--- config.mk ---
export PLATFORM = sky130hd
export DESIGN_NAME = heart_rate_peak_interval_estimator
export DESIGN_NICKNAME = d
export VERILOG_FILES = /design/src/rtl/hrpie_pkg.sv /design/src/rtl/hrpie_ram.sv /design/src/rtl/hrpie_div.sv /design/src/rtl/heart_rate_peak_interval_estimator.sv
export SDC_FILE = /design/constraint.sdc
export NUM_CORES = 2
export LEC_CHECK = 0
export BUFFER_PORTS_ARGS = -buffer_cell sky130_fd_sc_hd__buf_4
export CAP_MARGIN = 40
export CORE_ASPECT_RATIO = 1.4
export CORE_MARGIN = 3
export CORE_UTILIZATION = 50
export CTS_BUF_LIST = sky130_fd_sc_hd__clkbuf_8
export DETAILED_ROUTE_END_ITERATION = 10
export PLACE_DENSITY = 0.62
export SKIP_CTS_REPAIR_TIMING = 1
export SYNTH_ARGS = -nofsm -noshare
export SYNTH_HDL_FRONTEND = slang
export SYNTH_SLANG_ARGS = --single-unit
--- constraint.sdc ---
create_clock -name aclk -period 20.1 [get_ports aclk]
set_clock_uncertainty 0.2 [all_clocks]
set_input_delay 2.01 -clock aclk [delete_from_list [all_inputs] [get_ports aclk]]
set_output_delay 2.01 -clock aclk [all_outputs]
set_load 0.05 [all_outputs]
--- src/rtl/hrpie_pkg.sv ---
// Shared types and constants for the heart rate estimator.
// No dependencies.
package hrpie_pkg;

    typedef struct packed {
        logic [17:0] red_sample;
        logic [31:0] time_ms;
    } hrpie_in_t;

    typedef struct packed {
        logic [9:0]         heart_rate;
        logic               rate_valid;
        logic               peak_found;
        logic signed [15:0] threshold_now;
    } hrpie_out_t;

    localparam logic [2:0] REG_INIT_THR  = 3'd0;
    localparam logic [2:0] REG_BAND_LOW  = 3'd1;
    localparam logic [2:0] REG_BAND_HIGH = 3'd2;
    localparam logic [2:0] REG_FRACTION  = 3'd3;
    localparam logic [2:0] REG_WINDOW    = 3'd4;
    localparam logic [2:0] REG_WARMUP    = 3'd5;

    localparam logic [9:0] RATE_NONE = 10'd999;
    localparam logic [9:0] RATE_MAX  = 10'd998;
    localparam logic [15:0] MS_PER_MIN = 16'd60000;

    typedef enum logic [3:0] {
        ST_IDLE,
        ST_DIP,
        ST_MUL,
        ST_THR_DIV,
        ST_RD_ENDS,
        ST_WAIT_ENDS,
        ST_RATE_MUL,
        ST_RATE_DIV,
        ST_EXPIRE_RD,
        ST_EXPIRE_CHK,
        ST_OUT
    } hrpie_state_t;

    // Request to the shared divider.
    typedef struct packed {
        logic        start;
        logic [63:0] dividend;
        logic [63:0] divisor;
    } hrpie_div_req_t;

endpackage

--- src/rtl/hrpie_ram.sv ---
// Generic single-port-write, single-port-read RAM with registered read.
// No dependencies.
module hrpie_ram #(
    parameter int WIDTH = 32,
    parameter int DEPTH = 32
) (
    input  logic                     aclk,
    input  logic                     we,
    input  logic [$clog2(DEPTH)-1:0] waddr,
    input  logic [WIDTH-1:0]         wdata,
    input  logic [$clog2(DEPTH)-1:0] raddr,
    output logic [WIDTH-1:0]         rdata
);
    logic [WIDTH-1:0] mem_reg [DEPTH];
    logic [WIDTH-1:0] rdata_reg;

    always_ff @(posedge aclk) begin
        if (we) begin
            mem_reg[waddr] <= wdata;
        end
        rdata_reg <= mem_reg[raddr];
    end

    assign rdata = rdata_reg;
endmodule

--- src/rtl/hrpie_div.sv ---
// Radix-2 restoring divider for unsigned 64-bit operands, one bit a cycle.
// Depends on hrpie_pkg.
module hrpie_div (
    input  logic                     aclk,
    input  logic                     aresetn,
    input  hrpie_pkg::hrpie_div_req_t req,
    output logic                     done,
    output logic [63:0]              quotient
);
    import hrpie_pkg::*;

    logic [63:0] quo_reg, quo_next;
    logic [63:0] rem_reg, rem_next;
    logic [63:0] dsr_reg, dsr_next;
    logic [6:0]  cnt_reg, cnt_next;
    logic        busy_reg, busy_next;
    logic        done_reg, done_next;
    logic [64:0] trial;

    always_comb begin
        quo_next  = quo_reg;
        rem_next  = rem_reg;
        dsr_next  = dsr_reg;
        cnt_next  = cnt_reg;
        busy_next = busy_reg;
        done_next = 1'b0;
        trial     = {rem_reg, quo_reg[63]} - {1'b0, dsr_reg};
        if (req.start) begin
            quo_next  = req.dividend;
            rem_next  = '0;
            dsr_next  = req.divisor;
            cnt_next  = 7'd64;
            busy_next = 1'b1;
        end else if (busy_reg) begin
            if (!trial[64]) begin
                rem_next = trial[63:0];
                quo_next = {quo_reg[62:0], 1'b1};
            end else begin
                rem_next = {rem_reg[62:0], quo_reg[63]};
                quo_next = {quo_reg[62:0], 1'b0};
            end
            cnt_next = cnt_reg - 7'd1;
            if (cnt_reg == 7'd1) begin
                busy_next = 1'b0;
                done_next = 1'b1;
            end
        end
    end

    always_ff @(posedge aclk) begin
        if (!aresetn) begin
            busy_reg <= 1'b0;
            done_reg <= 1'b0;
            cnt_reg  <= '0;
        end else begin
            busy_reg <= busy_next;
            done_reg <= done_next;
            cnt_reg  <= cnt_next;
        end
        quo_reg <= quo_next;
        rem_reg <= rem_next;
        dsr_reg <= dsr_next;
    end

    assign done     = done_reg;
    assign quotient = quo_reg;
endmodule

--- src/rtl/heart_rate_peak_interval_estimator.sv ---
// Heart rate estimator: one request is taken at a time and gives one result.
// A cold request with no accepted dip goes straight from the dip check to the
// output state. The shared 64-bit bit-serial divider serves both the threshold
// and the rate division: a warm sample reads the oldest stamp, runs the rate
// division when two or more stamps span a nonzero time, and then the expiry
// check; an accepted dip first runs the threshold division; and the expiry walk
// reads the ring memory through its registered read port for every stamp that
// it checks. A finished result may wait in the output register while the next
// request is taken; a later result holds until that register drains. Register
// writes are taken only while no request is in flight. No clearing pass after
// reset. Depends on hrpie_pkg, hrpie_ram and hrpie_div.
module heart_rate_peak_interval_estimator #(
    parameter int RING_DEPTH = 32
) (
    input  logic                   aclk,
    input  logic                   aresetn,
    input  logic                   s_valid,
    output logic                   s_ready,
    input  hrpie_pkg::hrpie_in_t   s_data,
    output logic                   m_valid,
    input  logic                   m_ready,
    output hrpie_pkg::hrpie_out_t  m_data,
    input  logic                   cfg_valid,
    output logic                   cfg_ready,
    input  logic [2:0]             cfg_index,
    input  logic [15:0]            cfg_data
);
    import hrpie_pkg::*;

    localparam int AW = $clog2(RING_DEPTH);
    localparam int FW = $clog2(RING_DEPTH + 1);

    // configuration
    logic signed [15:0] init_thr_reg, band_low_reg, band_high_reg;
    logic [10:0] frac_reg;
    logic [15:0] window_reg, warmup_reg;

    // state
    hrpie_state_t state_reg, state_next;
    logic [17:0] prev_reg;
    logic signed [15:0] dip_min_reg, thr_reg;
    logic signed [47:0] sum_reg;
    logic [31:0] count_reg;
    logic [AW-1:0] head_reg;
    logic [FW-1:0] fill_reg;
    logic [9:0] rate_reg;
    logic warm_reg, started_reg;
    logic [31:0] start_reg;
    // last pushed stamp, the tail of the ring while the ring is not empty
    logic [31:0] newest_reg;

    // per-request
    hrpie_in_t in_reg;
    logic peak_reg;
    logic [63:0] prod_reg;
    logic neg_reg;
    logic [31:0] oldest_reg;
    hrpie_out_t out_reg;
    logic out_valid_reg;

    logic s_fire, m_fire, cfg_fire, out_load;
    logic signed [15:0] diff;

    // ring
    logic ram_we;
    logic [AW-1:0] ram_waddr, ram_raddr;
    logic [31:0] ram_rdata;

    hrpie_div_req_t div_req;
    logic div_done;
    logic [63:0] div_q;

    assign s_ready   = (state_reg == ST_IDLE);
    assign s_fire    = s_valid && s_ready;
    assign m_fire    = out_valid_reg && m_ready;
    assign cfg_ready = (state_reg == ST_IDLE);
    assign cfg_fire  = cfg_valid && cfg_ready;
    assign out_load  = (state_reg == ST_OUT) && (!out_valid_reg || m_fire);
    assign m_valid   = out_valid_reg;
    assign m_data    = out_reg;

    assign diff = $signed(in_reg.red_sample[15:0] - prev_reg[15:0]);

    function automatic logic [AW-1:0] ring_idx(input logic [AW-1:0] h,
                                               input logic [FW-1:0] off);
        logic [FW:0] s;
        s = {1'b0, FW'(h)} + {1'b0, off};
        if (s >= (FW+1)'(RING_DEPTH)) begin
            s = s - (FW+1)'(RING_DEPTH);
        end
        return s[AW-1:0];
    endfunction

    hrpie_ram #(.WIDTH(32), .DEPTH(RING_DEPTH)) u_ring (
        .aclk  (aclk),
        .we    (ram_we),
        .waddr (ram_waddr),
        .wdata (in_reg.time_ms),
        .raddr (ram_raddr),
        .rdata (ram_rdata)
    );

    hrpie_div u_div (
        .aclk     (aclk),
        .aresetn  (aresetn),
        .req      (div_req),
        .done     (div_done),
        .quotient (div_q)
    );

    logic dip_close, dip_accept, push_full;
    assign dip_close  = !(diff < thr_reg) && (dip_min_reg < 0);
    assign dip_accept = dip_close && (dip_min_reg > band_low_reg)
                        && (dip_min_reg < band_high_reg);
    assign push_full  = (fill_reg == FW'(RING_DEPTH));

    logic [31:0] span;
    assign span = newest_reg - oldest_reg;

    logic [31:0] age;
    assign age = in_reg.time_ms - ram_rdata;

    logic warm_now;
    assign warm_now = warm_reg ||
        ((in_reg.time_ms - (started_reg ? start_reg : in_reg.time_ms)) >= {16'd0, warmup_reg});

    // next state
    always_comb begin
        state_next = state_reg;
        case (state_reg)
            ST_IDLE:       if (s_fire) state_next = ST_DIP;
            ST_DIP:        state_next = dip_accept ? ST_MUL :
                                        (warm_now ? ST_RD_ENDS : ST_OUT);
            ST_MUL:        state_next = ST_THR_DIV;
            ST_THR_DIV:    if (div_done) state_next = warm_reg ? ST_RD_ENDS : ST_OUT;
            ST_RD_ENDS:    state_next = ST_WAIT_ENDS;
            ST_WAIT_ENDS:  state_next = (fill_reg < FW'(2)) ? ST_EXPIRE_RD :
                                        ((newest_reg - ram_rdata) == 32'd0 ?
                                         ST_EXPIRE_RD : ST_RATE_MUL);
            ST_RATE_MUL:   state_next = ST_RATE_DIV;
            ST_RATE_DIV:   if (div_done) state_next = ST_EXPIRE_RD;
            ST_EXPIRE_RD:  state_next = (fill_reg == '0) ? ST_OUT : ST_EXPIRE_CHK;
            ST_EXPIRE_CHK: state_next = (age > {16'd0, window_reg}) ? ST_EXPIRE_RD : ST_OUT;
            ST_OUT:        if (out_load) state_next = ST_IDLE;
            default:       state_next = ST_IDLE;
        endcase
    end

    // outputs toward memory and divider
    always_comb begin
        ram_we    = 1'b0;
        ram_waddr = ring_idx(head_reg, fill_reg);
        ram_raddr = head_reg;
        div_req   = '0;
        case (state_reg)
            ST_DIP: begin
                if (dip_accept) begin
                    ram_we    = 1'b1;
                    ram_waddr = push_full ? head_reg : ring_idx(head_reg, fill_reg);
                end
            end
            ST_THR_DIV: begin
                div_req.start    = 1'b0;
            end
            ST_MUL: begin
                div_req.start    = 1'b1;
                div_req.dividend = prod_reg;
                div_req.divisor  = {22'd0, count_reg, 10'd0};
            end
            ST_RATE_MUL: begin
                div_req.start    = 1'b1;
                div_req.dividend = prod_reg;
                div_req.divisor  = {32'd0, span};
            end
            default: ;
        endcase
    end

    // signed threshold dividend after sum update, and the signed quotient; a saturated
    // count keeps the old sum but still recomputes the threshold
    logic signed [47:0] sum_new, sum_used;
    logic signed [59:0] sprod;
    logic [63:0] q_mag;
    logic signed [64:0] q_s;
    always_comb begin
        sum_new  = sum_reg + 48'(dip_min_reg);
        sum_used = (count_reg != '1) ? sum_new : sum_reg;
        sprod    = 60'(sum_used) * $signed({1'b0, frac_reg});
        q_mag    = div_q;
        q_s      = neg_reg ? -$signed({1'b0, q_mag}) : $signed({1'b0, q_mag});
    end

    always_ff @(posedge aclk) begin
        if (!aresetn) begin
            state_reg     <= ST_IDLE;
            init_thr_reg  <= -16'sd40;
            band_low_reg  <= -16'sd3000;
            band_high_reg <= -16'sd100;
            frac_reg      <= 11'd410;
            window_reg    <= 16'd8000;
            warmup_reg    <= 16'd8000;
            prev_reg      <= '0;
            dip_min_reg   <= '0;
            thr_reg       <= -16'sd40;
            sum_reg       <= '0;
            count_reg     <= '0;
            head_reg      <= '0;
            fill_reg      <= '0;
            rate_reg      <= '0;
            warm_reg      <= 1'b0;
            started_reg   <= 1'b0;
            start_reg     <= '0;
            out_valid_reg <= 1'b0;
        end else begin
            state_reg <= state_next;
            if (cfg_fire) begin
                case (cfg_index)
                    REG_INIT_THR: begin
                        init_thr_reg <= $signed(cfg_data);
                        if (count_reg == '0) thr_reg <= $signed(cfg_data);
                    end
                    REG_BAND_LOW:  band_low_reg  <= $signed(cfg_data);
                    REG_BAND_HIGH: band_high_reg <= $signed(cfg_data);
                    REG_FRACTION:  frac_reg      <= cfg_data[10:0];
                    REG_WINDOW:    window_reg    <= cfg_data;
                    REG_WARMUP:    warmup_reg    <= cfg_data;
                    default: ;
                endcase
            end
            if (out_load) out_valid_reg <= 1'b1;
            else if (m_fire) out_valid_reg <= 1'b0;
            case (state_reg)
                ST_IDLE: if (s_fire) in_reg <= s_data;
                ST_DIP: begin
                    if (!started_reg) begin
                        started_reg <= 1'b1;
                        start_reg   <= in_reg.time_ms;
                    end
                    warm_reg <= warm_now;
                    prev_reg <= in_reg.red_sample;
                    peak_reg <= dip_accept;
                    if (diff < thr_reg) begin
                        if (diff < dip_min_reg) dip_min_reg <= diff;
                    end else if (dip_min_reg < 0) begin
                        dip_min_reg <= '0;
                    end
                    if (dip_accept) begin
                        if (push_full) head_reg <= ring_idx(head_reg, FW'(1));
                        else fill_reg <= fill_reg + FW'(1);
                        newest_reg <= in_reg.time_ms;
                        neg_reg    <= sprod < 0;
                        prod_reg   <= sprod < 0 ? 64'(-sprod) : 64'(sprod);
                        if (count_reg != '1) begin
                            count_reg <= count_reg + 32'd1;
                            sum_reg   <= sum_new;
                        end
                    end
                end
                ST_THR_DIV: begin
                    if (div_done) begin
                        if (q_s < -65'sd32768) thr_reg <= -16'sd32768;
                        else if (q_s > 65'sd32767) thr_reg <= 16'sd32767;
                        else thr_reg <= q_s[15:0];
                    end
                end
                ST_RD_ENDS: ;
                ST_WAIT_ENDS: begin
                    oldest_reg <= ram_rdata;
                    prod_reg   <= 64'(MS_PER_MIN) * 64'(fill_reg - FW'(1));
                    if (fill_reg < FW'(2) || (newest_reg - ram_rdata) == 32'd0)
                        rate_reg <= RATE_NONE;
                end
                ST_RATE_DIV: begin
                    if (div_done)
                        rate_reg <= (div_q > 64'(RATE_MAX)) ? RATE_MAX : div_q[9:0];
                end
                ST_EXPIRE_CHK: begin
                    if (age > {16'd0, window_reg}) begin
                        head_reg <= ring_idx(head_reg, FW'(1));
                        fill_reg <= fill_reg - FW'(1);
                    end
                end
                ST_OUT: begin
                    if (out_load) begin
                        out_reg.heart_rate    <= rate_reg;
                        out_reg.rate_valid    <= warm_reg;
                        out_reg.peak_found    <= peak_reg;
                        out_reg.threshold_now <= thr_reg;
                    end
                end
                default: ;
            endcase
        end
    end
endmodule

======== Word-level counts from Yosys, hierarchy flattened ========
Memory sizes are Yosys's and may differ from the RTL's. A register that Yosys moved wholly into a read port is not among the register bits.
Cells that the tools add are included.
cells by class
  $add $sub $neg .......................... 18
  multipliers ............................. 2
  div/mod/pow operators ................... 0
  order comparisons ....................... 14
  equality and inequality tests ........... 28
  shift-type cells ........................ 0
  multiplexer cells ....................... 63
  bitwise operators ....................... 2
  reductions and logical operators ........ 44
operator list
  cell                      number
  $mux W64                  5
  $pmux W128 S2             1
  $mux W16                  10
  $pmux W64 S2              1
  $sub A32 B32 Y32          4
  $gt A65 B16 Y1 const B    1
  $lt A65 B16 Y1 const B    1
  $mux W65                  1
  $neg A64 Y65              1
  $sub A65 B64 Y65          1
  $gt A64 B10 Y1 const B    1
  $logic_not A32 Y1         2
  $mul A11 B64 Y59 const A  1
  $neg A60 Y64              1
  $lt A60 B1 Y1 const B     1
  $mul A48 B12 Y60          1
  $add A48 B16 Y48          1
  $lt A16 B16 Y1            3
  $mux W48                  1
  $pmux W4 S11              1
  $mux W5                   8
  $mux W4                   9
  $add A32 B1 Y32 const B   1
  $ge A32 B16 Y1            1
  other kinds (48)          113
word-level totals
  flip-flop bits (word level) ............. 670
  bits in latches ......................... 0
  bits in writable memories ............... 1,024
  memory bits (read-only) ................. 0
  logic and storage cells ................. 208
  memories kept ........................... 1
memories
  memory          depth  width  read ports  clocked after Yosys merged registers in  wr ports  RTL line         text
  u_ring.mem_reg  32     32     1           1                                        1         hrpie_ram.sv:14  logic [WIDTH-1:0] mem_reg [DEPTH];

======== Depth between registers and ports, before layout ========
  depth after elaboration ................. 10
  mapped depth ............................ 43
  mapped depth without buffers ............ 39

======== Modules after synthesis ========
A second synthesis with hierarchy kept.
unflattened totals
  cell total of the unflattened synthesis .. 10,554
  area, all modules ....................... 110,862.6 µm²
by module, submodules not included
  module                              times used  cells an instance  area each (µm²)  seq. area each (µm²)
  heart_rate_peak_interval_estimator  1           7,102              58,359.7         11,451.0
  hrpie_ram                           1           2,260              40,490.1         31,390.1
  hrpie_div                           1           1,192              12,012.8         5,305.1

======== Worst setup path before layout ========
Ideal clock, no wire load.
  kind .................................... register -> register
  start point ............................. reg dip_min_reg[15]
  end point ............................... reg prod_reg[58], data pin
  setup time .............................. 0.270 ns
  arrival time ............................ 9.370 ns
  data required time ...................... 19.630 ns
  setup slack ............................. 10.260 ns
  stages on the path, launching flop included .. 32
  path buffers ............................ 1
  clock period less this slack ............ 9.840 ns
  cell sequence ........................... dfxtp_1 -> ha_1 -> and3_1 -> a31oi_1 -> nand2_1 -> nor2_1 -> o21ai_0 -> a21oi_1 -> a21oi_1 -> a311oi_1 -> o21ai_1 -> or4_1 -> nand4_1 -> fa_1 -> fa_1 -> fa_1 -> fa_1 -> inv_1 -> fa_1 -> inv_1 -> ha_1 -> clkbuf_1 -> nand4_1 -> or3_1 -> nor4_1 -> nor3_1 -> a311oi_1 -> and4bb_2 -> nor4b_1 -> a41oi_1 -> xnor2_1 -> a21oi_1
between the ends
  cells in the longest elaborated chain, start to end .. 7
  elaborated cells on any way between the ends .. 8
  classes of those cells .................. add/sub (2); mul (1); order compare (1); mux (4)
ends and longest elaborated chain
  item                                                  RTL line                                   text
  start: declaration                                    heart_rate_peak_interval_estimator.sv:41   logic signed [15:0] dip_min_reg, thr_reg;
  start signal: assignment                              heart_rate_peak_interval_estimator.sv:243  if (diff < dip_min_reg) dip_min_reg <= diff;
  $add A48 B16 Y48 *                                    heart_rate_peak_interval_estimator.sv:186  sum_new = sum_reg + 48'(dip_min_reg);
  $mux W48 *                                            n/a
  $mul A48 B12 Y60 *                                    heart_rate_peak_interval_estimator.sv:188  sprod = 60'(sum_used) * $signed({1'b0, frac_reg});
  $neg A60 Y64 / $lt A60 B1 Y1 (equally long branches)  heart_rate_peak_interval_estimator.sv:252  prod_reg <= sprod < 0 ? 64'(-sprod) : 64'(sprod);
  $mux W64 *                                            heart_rate_peak_interval_estimator.sv:252
  $mux W64 *                                            heart_rate_peak_interval_estimator.sv:247  if (dip_accept) begin
  $pmux W64 S2 *                                        heart_rate_peak_interval_estimator.sv:232  case (state_reg)
  end signal: assignment                                heart_rate_peak_interval_estimator.sv:252
  end signal: assignment                                heart_rate_peak_interval_estimator.sv:269  prod_reg <= 64'(MS_PER_MIN) * 64'(fill_reg - FW'(1));
  end: declaration                                      heart_rate_peak_interval_estimator.sv:55   logic [63:0] prod_reg;
Mark *: on every way between the ends. The rest lies on a longest branch, timed or not. The select of a mux whose other input is x is not followed.
A chain may end at the register's enable or synchronous reset.

======== Worst setup path in the final report ========
  start point ............................. reg dip_min_reg[0]
  end point ............................... reg prod_reg[58], data pin
The elaborated chain is that of the path after synthesis.

==> results.toml <==
[status]
status = "complete, no violations"

[floorplan]
start_util_pct = 50.5
rows = 197
pin_count = 105
die_width_um = 392
fp.dieArea_mm2 = 0.214
core-area_mm2 = 0.206
die_h_um = 546

[pwr]
p_leak_nw = 44.4
pwr-share-seq_pct = 44.6
p_int_mw = 6.17
power.density_mw_per_mm2 = 79.7
p_sw_share_pct = 31.9
ir_drop_v = 0.0000576
p_clk_share_pct = 31.4
netSwitchingPower_mw = 2.89
p_comb_share_pct = 24.0

[layout]
design_area_mm2 = 0.114
drive_gt1_share_pct = 11.8
syn_to_final_growth_pct = 9.15
mostFrequentLayoutCell = "edfxtp_1"
fillers = 17659
final_cell_mix = "edfxtp_1 (1336), nand2_1 (1295), inv_1 (977)"
nets = 10527
largest_reg_flops = 1024

[grt]
gr-total-overflow = 0
grt_max_degree = 129
grt_pass1_vias = 75246
antenna_found_initial = 8
grt_pass1_wl_um = 455000
globalRouteTotalUtil_pct = 27.9

[cts]
clk_pin_slew_worst_paths_ns = 0.06
cts_inserted_buffers = 281
cts_sinks = 1704
ctsHtreeMaxLevel = 5
clock_latency_ns = 0.94
cts_buffer_depth = 4
cts_tree = "yes"
ctsRootBufferMaster = "clkbuf_8"

[timing]
min_period_over_period_pct = 59.8
slew_violations = 0
worst_pin_slew_ns = 0.971
rsz0062_at_grt = "no"
slew_headroom_pct = 34.8
finalSetupViolCount = 0
hold_viol_final = 0
fmax_ghz = 0.0831
fin_crit_ns = 12.03
tns_ns = 0

[worst_setup_path]
endpoint_kind = "register"
worstSetupPathType = "reg -> reg"
critPathSlowestCell = "nor4_1"
cpMostUsedCell = "fa_1"
crit_path_start_kind = "register"
critPathTopFamily = "adder cells"
crit_buf_inv = 7
cp.arrival_ns = 12.46
r2r_cells = 39
cp_max_fo = 13
cpPeakStageDelay_ns = 0.69
cp.required_ns = 20.54
cp_num_cells = 39

[place]
place_congestion = 0.952
dpl.hpwl_um = 211000
portBuffers = 102
placed_cell_area_mm2 = 0.109

[synthesis]
synthArstFlopShare_pct = 0
synth_seq_cells = 1704
yosys_warnings = 0
synthFlopType = "edfxtp_1"
syn_inst = 9326
syn_area_mm2 = 0.104
yosysSeqAreaShare_pct = 45.6
ys_types = 92
syn_area_per_cell_um2 = 11.2
synth_edf_count = 1336

[drt]
drtIter0Drc = 5055
routedWlPerCell_um = 24.2
remaining_drc_errors = 0
via_per_inst = 5.93
vias = 73268
antenna_left = 0
routed_wl_um = 299000
first_pass_iters = 6

[min_path]
hold_depth = 0
hold_path.class = "reg -> reg"

[run]
cap_viol_max_count = 0
worst reg2reg max path, delay by kind of cell, from the launching register on:
| kind | cells | cell delay, ns |
|---|---|---|
| xor gates and xnor gates | 2 | 0.52 |
| buffers and inverters | 7 | 0.90 |
| AOI/OAI and AO/OA | 13 | 3.36 |
| and+or+nand+nor | 9 | 2.53 |
| DFF | 1 | 0.46 |
| adders and majority gates | 8 | 3.78 |
stage by stage:
stage	hold slack [ns]	power [mW]	std cells	utilization, %	setup slack, ns
floorplan	0.200	5.60	9327	-	10.26
global placement	0.219	6.21	11829	52.5	8.09
detailed placement	0.220	6.26	11857	52.6	8.20
CTS	0.233	9.12	12341	55.1	8.11
global route	0.245	9.52	12347	55.1	7.10
finish	0.235	9.06	12349	55.1	8.07
cell type report:
cell class                 instances  area (µm²)  area share, %
antenna                            8        20.0         0.0176
clock buffer                     297        4090           3.60
multi-input combinational       6277       51900           45.7
tap                             2686        3360           2.96
clock inverter                   187         962          0.847
sequential                      1704       47500           41.8
timing repair buffer             303        2430           2.14
inverter                         887        3340           2.94
power by group through the flow:
stage / Sequential [mW] / Combinational, mW / Clock, mW
2_1_floorplan: 4.09 / 1.51 / 0
3_3_place_gp: 4.11 / 2.10 / 0
3_5_place_dp: 4.11 / 2.14 / 0
4_1_cts: 4.04 / 2.16 / 2.92
5_1_grt: 4.06 / 2.39 / 3.07
6_report: 4.04 / 2.18 / 2.84
final timing paths:
check,end,slack (ns),start
worst max-delay path,prod_reg[58],8.07,dip_min_reg[0]
worst max register to register,prod_reg[58],8.07,dip_min_reg[0]
worst min-delay path,m_data[23],0.23,rate_reg[5]
worst min register to register,m_data[23],0.23,rate_reg[5]
Yosys cell counts (72+ instances only):
| library cell | n | area (µm²) |
|---|---|---|
| edfxtp_1 | 1336 | 40100 |
| nand2_1 | 1296 | 4860 |
| inv_1 | 883 | 3310 |
| ha_1 | 516 | 6460 |
| fa_1 | 483 | 9670 |
| nor2_1 | 469 | 1760 |
| a21oi_1 | 461 | 2310 |
| clkbuf_1 | 403 | 1510 |
| o21ai_0 | 387 | 1940 |
| dfxtp_1 | 368 | 7370 |
| mux4_2 | 320 | 7210 |
| xnor2_1 | 217 | 1900 |
| and2_1 | 190 | 1190 |
| xor2_1 | 182 | 1590 |
| a21o_1 | 146 | 1100 |
| nand3_1 | 133 | 666 |
| nor3_1 | 116 | 581 |
| mux2i_1 | 106 | 1060 |
| nand4_1 | 83 | 519 |
| a211oi_1 | 82 | 616 |
| nand2b_1 | 74 | 463 |
| nor4_1 | 72 | 450 |
| o211ai_1 | 72 | 541 |
routing by layer:
metal	vias up	global-route usage (%)	wire length (µm)
met4	0	14.7	17500
met2	2272	50.1	156000
li1	33494	-	-
met3	724	3.92	16600
met5	-	0	0
met1	36778	32.1	109000
cell families after synthesis:
family                   share of synthesized area, %
adder cells (fa/ha/maj)                          15.5
flip-flops                                       45.6
XOR/XNOR                                         3.36
other                                         0.00360
buffers and inverters                            4.87
AO/OA/AOI/OAI                                    10.0
multiplexers                                     8.03
AND/OR/NAND/NOR                                  12.7
(Power assumes the default switching activity.)
